`src/rtl/pn2d_pkg.sv`:
```
// shared types and constants for the 2d perlin noise pipeline
// no dependencies

package pn2d_pkg;

    localparam int FRAC_BITS_DEF = 16;
    localparam int TABLE_DEPTH   = 256;
    localparam int IDX_W         = $clog2(TABLE_DEPTH);
    localparam int ENTRY_W       = 8;
    localparam int COORD_W       = 32;
    localparam int OUT_W         = 18;
    localparam int OUT_FRAC      = 16;
    localparam int OUT_MAX       = 131071;
    localparam int OUT_MIN       = -131072;
    localparam int S_TDATA_W     = 2 * COORD_W + 2 * ENTRY_W;
    localparam int M_TDATA_W     = ((OUT_W + 7) / 8) * 8;

    typedef enum logic {
        KIND_LOAD  = 1'b0,
        KIND_QUERY = 1'b1
    } pn2d_kind_t;

    typedef struct packed {
        logic               we;
        logic [IDX_W-1:0]   addr;
        logic [ENTRY_W-1:0] data;
    } pn2d_wr_t;

endpackage

```
`src/rtl/pn2d_fade.sv`:
```
// three-stage quintic fade 6t^5 - 15t^4 + 10t^3 in fixed point, round half up
// depends on pn2d_pkg

module pn2d_fade #(
    parameter int FRAC_BITS = pn2d_pkg::FRAC_BITS_DEF
) (
    input  logic                        aclk,
    input  logic                        en,
    input  logic [FRAC_BITS-1:0]        t,
    output logic signed [FRAC_BITS+1:0] fade
);

    localparam int F    = FRAC_BITS;
    localparam int TW   = F + 1;
    localparam int AW   = F + 5;
    localparam int PAW  = 2 * F + 6;
    localparam int PTW  = 2 * F + 2;
    localparam int T2W  = F + 2;
    localparam int P3W  = 2 * F + 3;
    localparam int PFW  = 2 * F + 7;
    localparam int FW   = F + 2;
    localparam int HALF = 1 << (F - 1);
    localparam logic signed [AW-1:0] C15 = AW'(15 << F);
    localparam logic signed [AW-1:0] C10 = AW'(10 << F);

    logic signed [TW-1:0]  t_s;
    logic signed [AW-1:0]  a_c;
    logic signed [PAW-1:0] ta_next;
    logic signed [PTW-1:0] tt_next;
    logic signed [PAW-1:0] ta_reg;
    logic signed [PTW-1:0] tt_reg;
    logic signed [TW-1:0]  tb_reg;
    logic signed [PAW-1:0] ta_sum;
    logic signed [PAW-1:0] ta_sh;
    logic signed [PTW-1:0] tt_sum;
    logic signed [PTW-1:0] tt_sh;
    logic signed [T2W-1:0] t2;
    logic signed [AW-1:0]  b_next;
    logic signed [P3W-1:0] t3p_next;
    logic signed [AW-1:0]  b_reg;
    logic signed [P3W-1:0] t3p_reg;
    logic signed [P3W-1:0] t3p_sum;
    logic signed [P3W-1:0] t3p_sh;
    logic signed [T2W-1:0] t3;
    logic signed [PFW-1:0] fp_next;
    logic signed [PFW-1:0] fp_reg;
    logic signed [PFW-1:0] fp_sum;
    logic signed [PFW-1:0] fp_sh;

    // stage a: t*(6t-15) and t*t
    assign t_s     = $signed({1'b0, t});
    assign a_c     = (AW'(t_s) <<< 2) + (AW'(t_s) <<< 1) - C15;
    assign ta_next = t_s * a_c;
    assign tt_next = t_s * t_s;

    // stage b: b = rnd(t*a) + 10, t3 partial = rnd(t*t) * t
    assign ta_sum   = ta_reg + PAW'(HALF);
    assign ta_sh    = ta_sum >>> F;
    assign b_next   = ta_sh[AW-1:0] + C10;
    assign tt_sum   = tt_reg + PTW'(HALF);
    assign tt_sh    = tt_sum >>> F;
    assign t2       = tt_sh[T2W-1:0];
    assign t3p_next = t2 * tb_reg;

    // stage c: rnd(t3) * b
    assign t3p_sum = t3p_reg + P3W'(HALF);
    assign t3p_sh  = t3p_sum >>> F;
    assign t3      = t3p_sh[T2W-1:0];
    assign fp_next = t3 * b_reg;

    assign fp_sum = fp_reg + PFW'(HALF);
    assign fp_sh  = fp_sum >>> F;
    assign fade   = fp_sh[FW-1:0];

    always_ff @(posedge aclk) begin
        if (en) begin
            ta_reg  <= ta_next;
            tt_reg  <= tt_next;
            tb_reg  <= t_s;
            b_reg   <= b_next;
            t3p_reg <= t3p_next;
            fp_reg  <= fp_next;
        end
    end

endmodule
```
`config.mk`:
```
export PLATFORM = sky130hd
export DESIGN_NAME = pn2d_fade
export DESIGN_NICKNAME = d
export VERILOG_FILES = /design/src/rtl/pn2d_pkg.sv /design/src/rtl/pn2d_fade.sv
export SDC_FILE = /design/constraint.sdc
export NUM_CORES = 2
export LEC_CHECK = 0
export ABC_CLOCK_PERIOD_IN_PS = 18800
export BUFFER_PORTS_ARGS = -buffer_cell sky130_fd_sc_hd__buf_2
export CAP_MARGIN = 10
export CORE_MARGIN = 2
export CORE_UTILIZATION = 48
export DETAILED_ROUTE_END_ITERATION = 7
export GPL_ROUTABILITY_DRIVEN = 0
export GPL_TIMING_DRIVEN = 0
export SYNTH_ARGS = -nofsm -noshare
export SYNTH_HDL_FRONTEND = slang
export SYNTH_SLANG_ARGS = --single-unit
```
`constraint.sdc`:
```
create_clock -name aclk -period 18.8 [get_ports aclk]
set_input_delay 1.88 -clock aclk [delete_from_list [all_inputs] [get_ports aclk]]
set_output_delay 1.88 -clock aclk [all_outputs]
set_load 0.01 [all_outputs]
```
==> flow_summary_export.csv <==
group,metric,value,unit
floorplan,boundaryPins,36,
cells_and_area,fillers,8710,
worst_setup_path,cp.arrival,13.38,ns
worst_hold_path,hold_path_end,"b_reg[20]$_DFFE_PP_",
grt,grt_max_degree,77,
yosys,synthCells,4753,
cells_and_area,drive_above_1_share,0.02219,
yosys,ys_types,72,
grt,grt_pass1_wl,186200,µm
cells_and_area,layout_common_cells,"inv_1 (1,273), fa_1 (1,005), nand2_1 (648)",
yosys,synth.area.mux_share,0.004365,
grt,overflow,0,
worst_setup_path,cp-startpoint,"t[1]",
route,post-route-drc-count,0,
grt,grt_pass1_vias,33685,
clock_tree,cts_root_buffer,"clkbuf_16",
sta,setup_violations,0,
sta,fin_ws,5.623,ns
route,dr.pass1.iters,6,
cells_and_area,nNetsFinal,6280,
yosys,synth-compound-area-share,0.03177,
worst_setup_path,crit_top_cell,"fa_1",
sta,max_slew_margin,0.2193,
yosys,ys_ff_latch,114,
sta,period_share,0.7009,
worst_setup_path,critPathRequiredTime,19.00,ns
clock_tree,clk_pin_slew,0.06,ns
route,route.vias.total,30625,
yosys,yosysWarnings,0,
yosys,synthFlopType,"edfxtp_1",
floorplan,fp.dieW,307.3,µm
placement,port-buffer-count,35,
worst_setup_path,cp_slowest_cell,"xor2_1",
route,drt_wl_total,113600,µm
worst_setup_path,worstReg2RegEnd,"t3p_reg[33]$_DFFE_PP_",
floorplan,start_util,0.4831,
yosys,synth-edff-count,114,
clock_tree,cts_tree,"yes",
cells_and_area,syn2layout_area_growth,5.252,%
clock_tree,postCtsSetupBuffers,0,
yosys,synth_nets,6224,
yosys,avgSynthCellArea,9.288,µm²
sta,clock_skew,0.01724,ns
sta,fmax,75.89,MHz
status,status,"finished clean",
floorplan,dieArea,94410,µm²
floorplan,die_h,307.3,µm
sta,rsz0062_at_grt,"no",
sta,hold_slack,0.5611,ns
route,wl_per_cell,18.90,µm
sta,hold_violations,0,
sta,maxSlewViolCount,0,
worst_setup_path,reg2reg_depth,29,
yosys,synth-seq-area-share,0.07755,
clock_tree,h-tree-depth,4,
worst_setup_path,r2r_start,"tt_reg[17]$_DFFE_PP_",
grt,grt_antenna_before_repair,2,
clock_tree,cts_resized,0,
yosys,synthesis.area,44140,µm²
clock_tree,clk_latency,0.47,ns
route,drtAntennaViolNets,0,
worst_setup_path,critPathMaxStageDelay,0.79,ns
yosys,synthTopCellsByArea,"fa_1 (46%), ha_1 (13%), inv_1 (11%)",
job,drv_cap,0,
yosys,synth_top_family_by_area,"adder cells",
floorplan,core,91390,µm²
yosys,synthXorXnorAreaFrac,0.03761,
clock_tree,cts_made_buffers,17,
cells_and_area,fin_area,46460,µm²
clock_tree,clkSinkCount,114,
worst_setup_path,regToRegSetupSlack,9.97,ns
yosys,synth_simple_gate_area_frac,0.1425,
sta,finalCriticalPeriod,13.18,ns
worst_hold_path,min_path_cells,1,
sta,tightest_slew,1.163,ns
placement,hpwl,97100,µm
placement,pre_cts_ws,5.428,ns
grt,grt.total_usage,0.2583,
yosys,synth_area_leader_cell,"fa_1",
yosys,synth-adder-area-share,0.5827,
yosys,synthArstFlopShare,0,
route,viasPerCell,5.096,
yosys,synth_top_area_share,0.4558,
worst_setup_path,startpoint_type,"input port",
clock_tree,cts_buffer_depth,2,
floorplan,rows,111,
clock_tree,cts_hold_buf,0,
worst_setup_path,crit_type,"input port to flip-flop",
worst_setup_path,worst-path-max-fanout,12,
placement,place_area,45830,µm²
worst_setup_path,worstSetupEndpointType,"flip-flop",
route,drt_iter0_markers,1854,
worst_hold_path,hp-start,"ta_reg[36]$_DFFE_PP_",
worst_hold_path,hold_class,"flip-flop to flip-flop",
sta,timing.setup.tns,0,ns
cells_and_area,largest_register_ffs,23,
cells_and_area,layout_commonest_cell,"inv_1",
metal layers:
metal	part of all wire	track usage	routed length [µm]	vias to the layer above
met1	0.42	0.3387	47760	15509
met5	0.00026	0	29	-
met4	0.032	0.08225	3677	4
met3	0.077	0.05636	8789	170
li1	-	-	-	14022
met2	0.47	0.4276	53320	920
synth_stat cells (6+ instances only):
cell type and instances:
fa_1 1005, a211oi_1 6, edfxtp_1 114, nor3_1 29, clkbuf_1 163, ha_1 448, or2_2 12, nand3_1 39
xor2_1 66, nand2_1 648, nand2b_1 27, and3_1 19, a21oi_1 69, or3_1 12, inv_1 1273, mux2_2 10
o21bai_1 12, and2_1 309, nand4_1 14, nor2b_1 67, xnor2_1 121, o21a_1 13, nor2_1 121, o211ai_1 8
a21o_1 30, o21ai_0 26, mux2i_1 8
worst max-delay path: cells and delay by family:
kind	cells	cell delay (ns)
and+or+nand+nor	3	0.49
adders and majority gates	9	4.05
AOI/OAI and AO/OA	14	3.75
buffers and inverters	8	2.39
xor gates and xnor gates	1	0.79
cell type report:
| cell class | instances | area, µm² | area share |
|---|---|---|---|
| inverters | 1277 | 4793 | 0.1032 |
| plain buffers | 171 | 655.6 | 0.01411 |
| well taps | 1186 | 1484 | 0.03194 |
| clock inverters | 15 | 193.9 | 0.004174 |
| flip-flops and latches | 114 | 3423 | 0.07368 |
| multi-input cells | 3191 | 35270 | 0.7591 |
| diodes | 2 | 5.005 | 0.0001077 |
| repair buffers | 37 | 210.2 | 0.004524 |
| clock buffers | 17 | 425.4 | 0.009156 |
cell families (layout without fill, tap and decap cells):
logic type | count (synthesis) | in the layout
compound gates | 213 | 213
xor+xnor | 188 | 188
fa+ha+maj | 1453 | 1453
buf+inv | 1448 | 1517
flops | 114 | 114
mux | 18 | 18
other cells | 0 | 2
simple gates | 1319 | 1319
metrics by stage:
step,utilization,std cells
after detailed placement,0.5015,5975
after floorplan,-,4753
final,0.5084,6010
after global routing,0.5084,6008
after CTS,0.5083,6007
after global placement,0.5012,5974
worst max-delay path by stage:
| stage | end | slack (ns) |
|---|---|---|
| after floorplan | ta_reg[36]$_DFFE_PP_ | 8.30 |
| after global placement | ta_reg[36]$_DFFE_PP_ | 5.46 |
| after detailed placement | ta_reg[36]$_DFFE_PP_ | 5.43 |
| after CTS | ta_reg[36]$_DFFE_PP_ | 5.89 |
| after global routing | ta_reg[36]$_DFFE_PP_ | 5.11 |
| final | ta_reg[36]$_DFFE_PP_ | 5.62 |
Power is not shown: default switching activity piles up to over one toggle a cycle in this logic, so the estimate is an artifact.
